## config.mk

```make
export PLATFORM = sky130hd
export DESIGN_NAME = ir_range_median_linearizer_unit
export DESIGN_NICKNAME = d
export VERILOG_FILES = /design/src/rtl/irml_pkg.sv /design/src/rtl/irml_datapath.sv /design/src/rtl/irml_ctrl.sv /design/src/rtl/ir_range_median_linearizer_unit.sv
export SDC_FILE = /design/constraint.sdc
export NUM_CORES = 2
export LEC_CHECK = 0
export BUFFER_PORTS_ARGS = -buffer_cell sky130_fd_sc_hd__buf_2
export CAP_MARGIN = 20
export CORE_UTILIZATION = 35
export CTS_CLUSTER_DIAMETER = 60
export CTS_CLUSTER_SIZE = 25
export DETAILED_ROUTE_END_ITERATION = 10
export PLACE_DENSITY = 0.56
export SLEW_MARGIN = 10
export SYNTH_ARGS = -nofsm -noshare
export SYNTH_HDL_FRONTEND = slang
export SYNTH_SLANG_ARGS = --single-unit
export TNS_END_PERCENT = 10
```

## constraint.sdc

```tcl
create_clock -name clk -period 12.6 [get_ports clk]
set_input_delay 1.89 -clock clk [delete_from_list [all_inputs] [get_ports clk]]
set_output_delay 1.89 -clock clk [all_outputs]
set_load 0.02 [all_outputs]
```

## src/rtl/irml_pkg.sv

```systemverilog
`timescale 1ns / 1ps
package irml_pkg;

	localparam int unsigned SampleW  = 10;
	localparam int unsigned ChanW    = 3;
	localparam int unsigned DistW    = 14;
	localparam int unsigned CfgW     = 16;
	localparam int unsigned WindowDefault   = 5;
	localparam int unsigned ChannelsDefault = 8;
	localparam logic [CfgW-1:0] CurveMapReset = 16'h3210;

	// polynomial accumulator width, signed, holds every Horner partial
	localparam int unsigned AccW = 64;

	typedef struct packed {
		logic [ChanW-1:0]   channel;
		logic [SampleW-1:0] sample;
	} in_item_t;

	typedef struct packed {
		logic [ChanW-1:0]   channel_out;
		logic [SampleW-1:0] median_reading;
		logic [DistW-1:0]   distance;
	} out_item_t;

	typedef enum logic [1:0] {
		CURVE_SHORT  = 2'd0,
		CURVE_LONG_B = 2'd1,
		CURVE_LONG_C = 2'd2,
		CURVE_LONG_D = 2'd3
	} curve_t;

	// commands from the controller to the datapath
	typedef struct packed {
		logic load;       // capture the accepted item
		logic win_write;  // write the sample into the window
		logic rank_clear; // start the median scan
		logic rank_step;  // test one candidate against all held samples
		logic horner_init;
		logic horner_mul; // p * r into the product register
		logic horner_add; // product plus next coefficient
		logic finish;     // clamp and scale
		logic scale_step; // one step of the reciprocal scaling
		logic out_load;
	} dp_cmd_t;

	typedef struct packed {
		logic bad_channel;
		logic rank_last;
		logic horner_last;
		logic scale_last;
	} dp_status_t;

	localparam logic signed [AccW-1:0] Scale = 64'sd10000000000000;
	localparam logic signed [AccW-1:0] Half  = 64'sd5000000000000;

	function automatic logic signed [AccW-1:0] coef(input curve_t c, input logic [2:0] k);
		logic signed [AccW-1:0] r;
		r = '0;
		case (c)
			CURVE_SHORT: case (k)
				3'd0: r = 64'sd9520;
				3'd1: r = -64'sd17370000;
				3'd2: r = 64'sd11690000000;
				3'd3: r = -64'sd3560000000000;
				default: r = 64'sd472270000000000;
			endcase
			CURVE_LONG_B: case (k)
				3'd0: r = 64'sd14890;
				3'd1: r = -64'sd27030000;
				3'd2: r = 64'sd18080000000;
				3'd3: r = -64'sd5670000000000;
				default: r = 64'sd844060000000000;
			endcase
			CURVE_LONG_C: case (k)
				3'd0: r = 64'sd8933;
				3'd1: r = -64'sd18260000;
				3'd2: r = 64'sd13590000000;
				3'd3: r = -64'sd4750000000000;
				default: r = 64'sd787760000000000;
			endcase
			default: case (k)
				3'd0: r = -64'sd4113;
				3'd1: r = -64'sd39180;
				3'd2: r = 64'sd4522000000;
				3'd3: r = -64'sd2860000000000;
				default: r = 64'sd643500000000000;
			endcase
		endcase
		return r;
	endfunction

endpackage

```

## src/rtl/irml_datapath.sv

```systemverilog
`timescale 1ns / 1ps
module irml_datapath #(
	parameter int unsigned WINDOW   = irml_pkg::WindowDefault,
	parameter int unsigned CHANNELS = irml_pkg::ChannelsDefault
) (
	input  logic                         clk,
	input  logic                         arst_n,
	input  irml_pkg::in_item_t           in_item,
	input  logic [irml_pkg::CfgW-1:0]    curve_map,
	input  irml_pkg::dp_cmd_t            cmd,
	output irml_pkg::dp_status_t         status,
	output irml_pkg::out_item_t          out_item
);
	import irml_pkg::*;

	localparam int unsigned SlotW  = (WINDOW > 1) ? $clog2(WINDOW) : 1;
	localparam int unsigned CntW   = $clog2(WINDOW + 1);
	localparam int unsigned ChIdxW = (CHANNELS > 1) ? $clog2(CHANNELS) : 1;

	// 10^13 = 2^13 * 5^13; floor(2^52 / 5^13) for the reciprocal estimate
	localparam logic [21:0] RecipE13 = 22'd3689348;
	localparam logic [30:0] Pow5E13  = 31'd1220703125;

	// one word per channel holds its whole window, so every slot has its own comparator
	logic [WINDOW-1:0][SampleW-1:0] win_q [CHANNELS];
	logic [CntW-1:0]    fill_q [CHANNELS];
	logic [SlotW-1:0]   wslot_q [CHANNELS];

	logic [ChanW-1:0]   ch_q;
	logic [SampleW-1:0] smp_q;
	logic               bad_q;
	logic [SlotW-1:0]   cand_q;
	logic [SampleW-1:0] med_q;
	logic               found_q;
	logic [2:0]         k_q;
	curve_t             curve_q;
	logic signed [AccW-1:0] p_q;
	logic signed [AccW-1:0] prod_q;
	logic [AccW-1:0]    num_q;
	logic [45:0]        recip_q;
	logic [44:0]        chk_q;
	logic [DistW-1:0]   quo_q;
	logic [2:0]         step_q;

	logic [ChIdxW-1:0]  chi;
	logic [CntW-1:0]    n_cur;
	logic [SampleW-1:0] cand_v;
	logic [CntW-1:0]    n_less, n_le;
	logic [CntW-1:0]    half_n;
	logic [44:0]        rem_v;

	assign chi    = bad_q ? '0 : ChIdxW'(ch_q);
	assign n_cur  = fill_q[chi];
	assign cand_v = win_q[chi][cand_q];
	assign half_n = n_cur >> 1;

	// rank of the candidate among held samples
	always_comb begin
		n_less = '0;
		n_le   = '0;
		for (int i = 0; i < WINDOW; i++) begin
			if (CntW'(i) < n_cur) begin
				if (win_q[chi][i] < cand_v)  n_less = n_less + 1'b1;
				if (win_q[chi][i] <= cand_v) n_le   = n_le + 1'b1;
			end
		end
	end

	// scaled value over 2^13, minus the estimated quotient times 5^13
	assign rem_v = 45'(num_q[56:13]) - chk_q;

	always_ff @(posedge clk or negedge arst_n) begin
		if (!arst_n) begin
			for (int c = 0; c < CHANNELS; c++) begin
				fill_q[c]  <= '0;
				wslot_q[c] <= '0;
				win_q[c]   <= '0;
			end
		end else if (cmd.win_write && !bad_q) begin
			win_q[chi][wslot_q[chi]] <= smp_q;
			wslot_q[chi] <= (wslot_q[chi] == SlotW'(WINDOW-1)) ? '0
				: wslot_q[chi] + 1'b1;
			if (fill_q[chi] != CntW'(WINDOW))
				fill_q[chi] <= fill_q[chi] + 1'b1;
		end
	end

	always_ff @(posedge clk) begin
		if (cmd.load) begin
			ch_q  <= in_item.channel;
			smp_q <= in_item.sample;
			bad_q <= (32'(in_item.channel) >= CHANNELS);
		end
		if (cmd.rank_clear) begin
			cand_q  <= '0;
			found_q <= 1'b0;
			med_q   <= '0;
			curve_q <= curve_t'(curve_map[2*ch_q +: 2]);
		end else if (cmd.rank_step) begin
			if (!found_q && n_less <= half_n && half_n < n_le) begin
				med_q   <= cand_v;
				found_q <= 1'b1;
			end
			cand_q <= cand_q + 1'b1;
		end
		if (cmd.horner_init) begin
			if (bad_q) med_q <= '0;
			p_q <= coef(curve_q, 3'd0);
			k_q <= 3'd1;
		end else if (cmd.horner_mul) begin
			prod_q <= p_q * $signed({1'b0, med_q});
		end else if (cmd.horner_add) begin
			p_q <= prod_q + coef(curve_q, k_q);
			k_q <= k_q + 1'b1;
		end
		if (cmd.finish) begin
			if (p_q < 0) num_q <= 64'(Half);
			else if (p_q > ((curve_q == CURVE_SHORT) ? 64'sd10 : 64'sd40) * Scale)
				num_q <= 64'(((curve_q == CURVE_SHORT) ? 64'sd10 : 64'sd40) * Scale * 256 + Half);
			else num_q <= {p_q[AccW-9:0], 8'd0} + 64'(Half);
			quo_q  <= '0;
			step_q <= '0;
		end else if (cmd.scale_step) begin
			// estimate is at most one below the true quotient, one compare fixes it
			case (step_q)
				3'd0: recip_q <= num_q[56:33] * RecipE13;
				3'd1: quo_q <= recip_q[45:32];
				3'd2: chk_q <= quo_q * Pow5E13;
				3'd3: if (rem_v >= 45'(Pow5E13)) quo_q <= quo_q + 1'b1;
				default: ;
			endcase
			step_q <= step_q + 1'b1;
		end
		if (cmd.out_load) begin
			out_item.channel_out    <= ch_q;
			out_item.median_reading <= bad_q ? '0 : med_q;
			out_item.distance       <= bad_q ? '0 : quo_q;
		end
	end

	assign status.bad_channel = bad_q;
	assign status.rank_last   = (cand_q == SlotW'(WINDOW-1));
	assign status.horner_last = (k_q == 3'd4);
	assign status.scale_last  = (step_q == 3'd4);

endmodule

```

## src/rtl/irml_ctrl.sv

```systemverilog
`timescale 1ns / 1ps
module irml_ctrl (
	input  logic                  clk,
	input  logic                  arst_n,
	input  logic                  in_valid,
	output logic                  in_ready,
	output logic                  out_valid,
	input  logic                  out_ready,
	input  irml_pkg::dp_status_t  status,
	output irml_pkg::dp_cmd_t     cmd
);
	import irml_pkg::*;

	typedef enum logic [7:0] {
		S_IDLE  = 8'b0000_0001,
		S_WRITE = 8'b0000_0010,
		S_RANK  = 8'b0000_0100,
		S_INIT  = 8'b0000_1000,
		S_MUL   = 8'b0001_0000,
		S_ADD   = 8'b0010_0000,
		S_FIN   = 8'b0100_0000,
		S_DIV   = 8'b1000_0000
	} state_t;

	state_t state_q;
	logic   out_valid_q;
	logic   out_free;

	assign out_free  = !out_valid_q || out_ready;
	assign in_ready  = (state_q == S_IDLE);
	assign out_valid = out_valid_q;

	always_comb begin
		cmd = '0;
		cmd.load        = (state_q == S_IDLE) && in_valid;
		cmd.win_write   = (state_q == S_WRITE);
		cmd.rank_clear  = (state_q == S_WRITE);
		cmd.rank_step   = (state_q == S_RANK);
		cmd.horner_init = (state_q == S_INIT);
		cmd.horner_mul  = (state_q == S_MUL);
		cmd.horner_add  = (state_q == S_ADD);
		cmd.finish      = (state_q == S_FIN);
		cmd.scale_step  = (state_q == S_DIV) && !status.scale_last;
		cmd.out_load    = (state_q == S_DIV) && status.scale_last && out_free;
	end

	always_ff @(posedge clk or negedge arst_n) begin
		if (!arst_n) begin
			state_q     <= S_IDLE;
			out_valid_q <= 1'b0;
		end else begin
			// a new result replaces the one handed over in the same cycle
			if (cmd.out_load) out_valid_q <= 1'b1;
			else if (out_valid_q && out_ready) out_valid_q <= 1'b0;
			case (state_q)
				S_IDLE:  if (in_valid) state_q <= S_WRITE;
				S_WRITE: state_q <= S_RANK;
				S_RANK:  if (status.rank_last) state_q <= S_INIT;
				S_INIT:  state_q <= S_MUL;
				S_MUL:   state_q <= S_ADD;
				S_ADD:   state_q <= status.horner_last ? S_FIN : S_MUL;
				S_FIN:   state_q <= S_DIV;
				S_DIV: begin
					// last step loads the result once the output register is free
					if (cmd.out_load) state_q <= S_IDLE;
				end
				default: state_q <= S_IDLE;
			endcase
		end
	end

endmodule

```

## src/rtl/ir_range_median_linearizer_unit.sv

```systemverilog
`timescale 1ns / 1ps
// Per-channel running median of the last WINDOW samples, linearized to a distance in
// 1/256 inch by the channel's quartic curve. One item at a time: the next input is taken
// only after the previous item has passed the median scan (one candidate per cycle), the
// Horner evaluation on a 64 x 11 multiplier and a four-step reciprocal scaling by 10^13.
// A finished result waits in an output register; the next item is taken meanwhile, and
// its own result is held back until that register is free.
module ir_range_median_linearizer_unit #(
	parameter int unsigned WINDOW   = irml_pkg::WindowDefault,
	parameter int unsigned CHANNELS = irml_pkg::ChannelsDefault
) (
	input  logic                       clk,
	input  logic                       arst_n,
	input  logic                       in_valid,
	output logic                       in_ready,
	input  irml_pkg::in_item_t         in_data,
	output logic                       out_valid,
	input  logic                       out_ready,
	output irml_pkg::out_item_t        out_data,
	input  logic                       cfg_we,
	input  logic [irml_pkg::CfgW-1:0]  cfg_wdata
);
	import irml_pkg::*;

	logic [CfgW-1:0] curve_map_q;
	dp_cmd_t         cmd;
	dp_status_t      status;

	always_ff @(posedge clk or negedge arst_n) begin
		if (!arst_n) curve_map_q <= CurveMapReset;
		else if (cfg_we) curve_map_q <= cfg_wdata;
	end

	irml_ctrl u_ctrl (
		.clk, .arst_n, .in_valid, .in_ready, .out_valid, .out_ready,
		.status, .cmd
	);

	irml_datapath #(.WINDOW(WINDOW), .CHANNELS(CHANNELS)) u_dp (
		.clk, .arst_n, .in_item(in_data), .curve_map(curve_map_q),
		.cmd, .status, .out_item(out_data)
	);

endmodule
```

# Word level (Yosys, flattened, before mapping)
# Cells that the tools add are included.
dict set report classes {
  mul 4
  magnitude_cmp 25
  mux 64
  n_eq_ne 26
  reduce_logical 28
  bitwise 4
  shift 1
  add_sub_neg 18
}
# operator n
set op_table {}
lappend op_table {{64-bit one-hot mux with 4 select lines} 4}
lappend op_table {{400-bit bitwise mux} 1}
lappend op_table {{64-bit 2-to-1 mux} 6}
lappend op_table {{64-bit one-hot mux with 3 select lines} 2}
lappend op_table {{50-bit binary-select mux with 3-bit select} 1}
lappend op_table {{50-bit demux with 3-bit select} 1}
lappend op_table {{50-bit 2-to-1 mux} 3}
lappend op_table {{3-bit 2-to-1 mux} 22}
lappend op_table {{64-bit adder} 1}
lappend op_table {{64-bit greater-than comparator} 1}
lappend op_table {{64-bit by 1-bit less-than comparator with 1-bit output (second input constant)} 1}
lappend op_table {{64-bit by 11-bit multiplier with 64-bit output} 1}
lappend op_table {{8-bit one-hot mux with 8 select lines} 1}
lappend op_table {{57-bit by 43-bit adder with 57-bit output (second input constant)} 1}
lappend op_table {{57-bit by 44-bit adder with 57-bit output (second input constant)} 1}
lappend op_table {{57-bit 2-to-1 mux} 1}
lappend op_table {{10-bit less-or-equal comparator} 5}
lappend op_table {{10-bit less-than comparator} 5}
lappend op_table {{24-bit bitwise mux} 2}
lappend op_table {{45-bit by 31-bit >= comparator with 1-bit output (second input constant)} 1}
lappend op_table {{14-bit by 31-bit multiplier with 45-bit output (second input constant)} 1}
lappend op_table {{44-bit by 45-bit subtractor with 45-bit output} 1}
lappend op_table {{24-bit by 20-bit multiplier with 44-bit output (second input constant)} 1}
lappend op_table {{6-bit by 31-bit multiplier with 37-bit output (second input constant)} 1}
lappend op_table {{50 further kinds} 105}
dict set report word_totals {
  word_cells 246
  inputBits 34
  output_inout_bits 29
  regBits 823
}

# Longest topological paths before layout
dict set report logic_depth {
  depth_word 25
  ltp_mapped 39
  mapped_depth_nobuf 33
}

# By module
# From an unflattened synthesis, not the netlist that was laid out.
dict set report hier_totals {
  cells_unflattened 7061
  area_unflattened_um2 72361.9
}
# mod area_per_inst_um2 cells_per_inst instances seq_area_each_um2
set modules_own_cells {}
lappend modules_own_cells {irml_datapath 71154.5 6972 1 20089.3}
lappend modules_own_cells {ir_range_median_linearizer_unit 654.4 34 1 405.4}
lappend modules_own_cells {irml_ctrl 553.0 55 1 226.5}

# Worst setup path before layout
# Ideal clock, no wire load.
dict set report synth_timing {
  path_type {reg-to-reg}
  start {register u_dp.ch_q[1]}
  end {register u_dp.med_q[0]}
  setup_slack_ps 5017
  n_path_buf 6
  path_stages_with_launch 38
  arrival_ps 7512
  required_time_ps 12528
  setup_ps 72
  period_less_slack_ps 7583
  cell_sequence {edfxtp_1 buf_6 buf_2 buf_2 nor3_1 buf_2 buf_2 a22oi_1 and3_1 mux4_2 o21ai_0 ha_1 nor2b_1 o21ai_0 nand2b_1 a21oi_1 nor2b_1 o21ai_0 (+2 left out) nor2_1 a211oi_1 ha_1 mux2_2 ha_1 mux2_2 ha_1 mux2_2 ha_1 mux2_2 ha_1 a21oi_1 a21oi_1 nor4_1 o21ai_0 nand2_1 buf_6 mux2i_1}
}
dict set report synth_via {
  elab_chain_cells 25
  elab_cells_between_ends 57
  classes_between {add/sub (8); order compare (17); mux (28); bitwise (1); reduce/logical (3)}
}
# item line_no
set synth_lines {}
lappend synth_lines {{from (decl)} irml_datapath.sv:29} ;# logic [ChanW-1:0] ch_q;
lappend synth_lines {{from (signal assigned)} irml_datapath.sv:90} ;# ch_q <= in_item.channel;
lappend synth_lines {{3-bit inverter with 4-bit output (implied by the code) *} irml_datapath.sv:54} ;# assign cand_v = win_q[chi][cand_q];
lappend synth_lines {{50-bit binary-select mux with 3-bit select *} irml_datapath.sv:54}
lappend synth_lines {{50-bit 2-to-1 mux (implied by the code) * (2 in a row)} irml_datapath.sv:54}
lappend synth_lines {{10-bit binary-select mux with 3-bit select *} irml_datapath.sv:54}
lappend synth_lines {{10-bit 2-to-1 mux (implied by the code) *} irml_datapath.sv:54}
lappend synth_lines {{named net u_dp.cand_v[0]} irml_datapath.sv:47} ;# logic [SampleW-1:0] cand_v;
lappend synth_lines {{10-bit less-than comparator} irml_datapath.sv:63} ;# if (win_q[chi][i] < cand_v) n_less = n_less + 1'b1;
lappend synth_lines {{1-bit 2-to-1 mux} irml_datapath.sv:63}
lappend synth_lines {{(+8 left out)} n/a}
lappend synth_lines {{3-bit 2-to-1 mux} irml_datapath.sv:63}
lappend synth_lines {{3-bit 2-to-1 mux} irml_datapath.sv:62} ;# if (CntW'(i) < n_cur) begin
lappend synth_lines {{3-bit by 1-bit adder with 3-bit output} irml_datapath.sv:63}
lappend synth_lines {{3-bit 2-to-1 mux} irml_datapath.sv:63}
lappend synth_lines {{3-bit 2-to-1 mux} irml_datapath.sv:62}
lappend synth_lines {{3-bit by 2-bit less-or-equal comparator with 1-bit output} irml_datapath.sv:100} ;# if (!found_q && n_less <= half_n && half_n < n_le) begin
lappend synth_lines {{1-bit logical AND (2 in a row)} irml_datapath.sv:100}
lappend synth_lines {{2-bit AND reduction (no line)} n/a}
lappend synth_lines {{to (signal assigned)} irml_datapath.sv:101} ;# med_q <= cand_v;
lappend synth_lines {{to (decl)} irml_datapath.sv:33} ;# logic [SampleW-1:0] med_q;
# The timed path passes the listed nets; every way through them passes the cells marked *. The select of a mux whose other input is x is not followed.
# A chain may end at the register's enable or synchronous reset.

# Worst setup path after layout
dict set report layout_timing {
  start {register u_dp.ch_q[2]}
  end {register u_dp.med_q[0]}
}
# Same word-level chain as after synthesis.

==> flow_metrics.py <==
metrics = {
    "outcome": {
        "outcome": "completed",
    },
    "critical_path": {
        "worstRegToRegCells": 35,
        "worst_path_most_repeated_cell": "ha_1",
        "start_kind": "register",
        "worstSetupStartpoint": "u_dp.ch_q[2]",
        "rr_endpoint": "u_dp.med_q[0]",
        "cp.arrival_ns": 10.32,
        "cp_max_fo": 31,
        "timing.rr.start": "u_dp.ch_q[2]",
        "critPathKind": "reg2reg",
        "critPathSlowestCell": "nor2b_4",
        "cp-endpoint": "u_dp.med_q[0]",
        "r2r_slack_ns": 2.91,
        "cp-end-kind": "register",
        "crit_required_ns": 13.23,
        "slowest_delay_ns": 0.85,
    },
    "placement": {
        "place_ws_ns": 2.97,
        "dp_hpwl_um": 154000,
        "placed_cell_area_um2": 75000,
        "io_buffers": 62,
        "gp_congestion": 0.937,
        "placed_cells_incl_taps": 9473,
    },
    "global_route": {
        "grt_pass1_vias": 53800,
        "grt_overflow": 0,
        "grt_pass1_wl_um": 320000,
        "antenna_found_initial": 6,
        "grt.total_usage_pct": 19.9,
        "grt_max_degree": 183,
    },
    "logic_synthesis": {
        "syn_inst": 6965,
        "synth.most_common_cell": "inv_1",
        "yosysTopAreaCell": "fa_1",
        "yosysWarnings": 0,
        "synth_common_cells": "inv_1, ha_1, fa_1, nand2_1, dfrtp_1",
        "syn_nets": 8388,
        "synth_edf_count": 273,
        "async_flop_share_pct": 60.6,
        "synth_area_per_cell_um2": 10.3,
        "synth_top_cells_by_area": "fa_1, dfrtp_1, ha_1",
        "ys_types": 97,
        "ys_ff_latch": 780,
        "synth_ff_type": "dfrtp_1",
        "yosys.area.top_type_share_pct": 18.7,
        "synth_area_um2": 71900,
        "yosysSeqAreaShare_pct": 28.8,
    },
    "sta": {
        "fin_crit_ns": 9.69,
        "hold_viol_final": 0,
        "slew_viol_final": 0,
        "slew-limit-headroom_pct": 28.6,
        "finalCritPeriodShare_pct": 76.9,
        "holdWs_ns": 0.459,
        "fin_skew_ns": 0.0550,
        "rsz0062_at_grt": "false",
        "fin_tns_setup_ns": 0,
        "tightest_slew_ns": 1.07,
        "fin_ws_ns": 2.91,
        "fmax_mhz": 103,
        "finalSetupViolCount": 0,
    },
    "routing": {
        "vias_per_cell": 5.37,
        "wl_um": 204000,
        "drc": 0,
        "vias": 51700,
        "dr.pass1.iters": 6,
        "detail-route-antenna-nets": 0,
        "dr.first_iter.drc_count": 3828,
        "post_drt_wl_per_cell_um": 21.2,
    },
    "power": {
        "total_power_mw": 10.5,
        "vdd_drop_max_v": 0.000197,
        "leakagePower_nw": 35.3,
        "p_per_area_nw_per_um2": 134,
    },
    "clock_network": {
        "clock_path_buffers": 3,
        "cts_resized": 0,
        "post_cts_buffers": 0,
        "clkTransAtPathRegs_ns": 0.08,
        "htreeDepth": 3,
        "cts_made_buffers": 80,
        "tritoncts": "done",
        "cts_hold_buf": 0,
        "insertion_delay_ns": 0.72,
        "cts.sinks": 780,
        "root_buffer": "clkbuf_16",
    },
    "floorplan": {
        "die_y_um": 455,
        "core_um2": 204000,
        "dieWidth_um": 455,
        "ios": 63,
        "start_util_pct": 35.2,
        "dieArea_um2": 207000,
        "row_count": 166,
    },
    "finish": {
        "design_area_um2": 77900,
        "fin_cells": 9625,
        "drive_gt1_share_pct": 12.0,
        "utilization_pct": 38.1,
        "area_delta_synth_final_pct": 8.39,
        "fin_nets": 8291,
    },
    "worst_hold_path": {
        "hold_path.class": "reg2reg",
    },
    "run": {
        "timing.max_cap.violations": 0,
    },
}
cells by family after synthesis:
logic type               Yosys count  synth area share [%]
AND/OR/NAND/NOR                 1698                  11.7
adder cells (fa/ha/maj)         1389                  31.2
AO/OA/AOI/OAI                   1222                  11.2
buffers and inverters           1125                  5.97
flip-flops                       780                  28.8
multiplexers                     490                  7.86
XOR/XNOR                         261                  3.22
metal layers:
metal	routed length, um	up-vias	GRT usage [%]
met5	0	-	0
met4	5300	0	5.29
met3	9880	283	2.83
met2	96900	1247	33.1
met1	92400	26500	27.0
li1	-	23700	-
registers in the layout, indices dropped and copies added (netlist names), 2 cells and up:
register        count
u_dp.step_q         3
u_dp.ch_q           3
u_dp.num_q         44
u_dp.med_q         10
u_dp.cand_q         3
u_dp.win_q        400
u_dp.curve_q        2
u_ctrl.state_q      8
u_dp.wslot_q       24
u_dp.smp_q         10
u_dp.out_item      27
u_dp.fill_q        24
u_dp.recip_q       14
u_dp.k_q            3
u_dp.p_q           64
u_dp.quo_q         14
u_dp.prod_q        64
u_dp.chk_q         45
curve_map_q        16
critical path: cells and delay by family (launching register included):
kind                       cells  cell delay [ns]
buffers and inverters          2             0.63
muxes                          6             1.80
and+or+nand+nor               11             2.75
AOI/OAI and AO/OA             10             2.19
DFF                            1             0.40
adders and majority gates      6             1.74
where the power goes:
group / switching, mW / internal, mW
Clock: 1.22 / 1.36
Sequential: 0.211 / 3.05
Combinational: 2.74 / 1.89
Total: 4.17 / 6.30
worst min-delay path by stage:
stage,endpoint,startpoint,depth (start not counted)
floorplan,u_dp.out_item[15],u_dp.med_q[1],0
global placement,u_dp.out_item[18],u_dp.med_q[4],0
detailed placement,u_dp.out_item[18],u_dp.med_q[4],0
CTS,u_dp.out_item[17],u_dp.med_q[3],0
global route,u_dp.out_item[17],u_dp.med_q[3],0
finish,u_dp.out_item[17],u_dp.med_q[3],0
cells in the final DEF, fill, tap and decap left out, types with 19 or more instances in the layout:
master | netlist | layout
a22oi_1 | 181 | 181
mux2_2 | 435 | 435
a21oi_1 | 284 | 283
inv_1 | 798 | 798
nor3_1 | 51 | 47
edfxtp_1 | 273 | 273
nor4_1 | 20 | 20
nand2_1 | 647 | 646
a21o_1 | 136 | 136
and2_1 | 333 | 333
buf_2 | 24 | 61
xor2_1 | 84 | 84
nor2_1 | 224 | 223
a211oi_1 | 24 | 24
buf_4 | 0 | 84
mux2i_1 | 37 | 37
nand2b_1 | 55 | 55
o21bai_1 | 43 | 43
o21a_1 | 35 | 35
ha_1 | 719 | 719
and3_1 | 48 | 47
nand4_1 | 82 | 82
dfxtp_1 | 34 | 24
nand3_1 | 85 | 85
fa_1 | 670 | 670
clkbuf_16 | 0 | 85
a31oi_1 | 57 | 57
a221oi_1 | 19 | 19
xnor2_1 | 174 | 174
nor2b_1 | 42 | 41
o211ai_1 | 21 | 21
o21ai_0 | 245 | 245
dfrtp_1 | 468 | 468
area by class of cell:
type / instances / area, um^2
fill: 20100 / 126000
multi-input combinational: 5060 / 47000
sequential: 780 / 20700
tap: 2688 / 3360
inverter: 799 / 3000
clock buffer: 93 / 2200
timing repair buffer: 147 / 971
clock inverter: 56 / 696
antenna: 2 / 5.00
No activity file was read; power rests on OpenSTA's default activity.
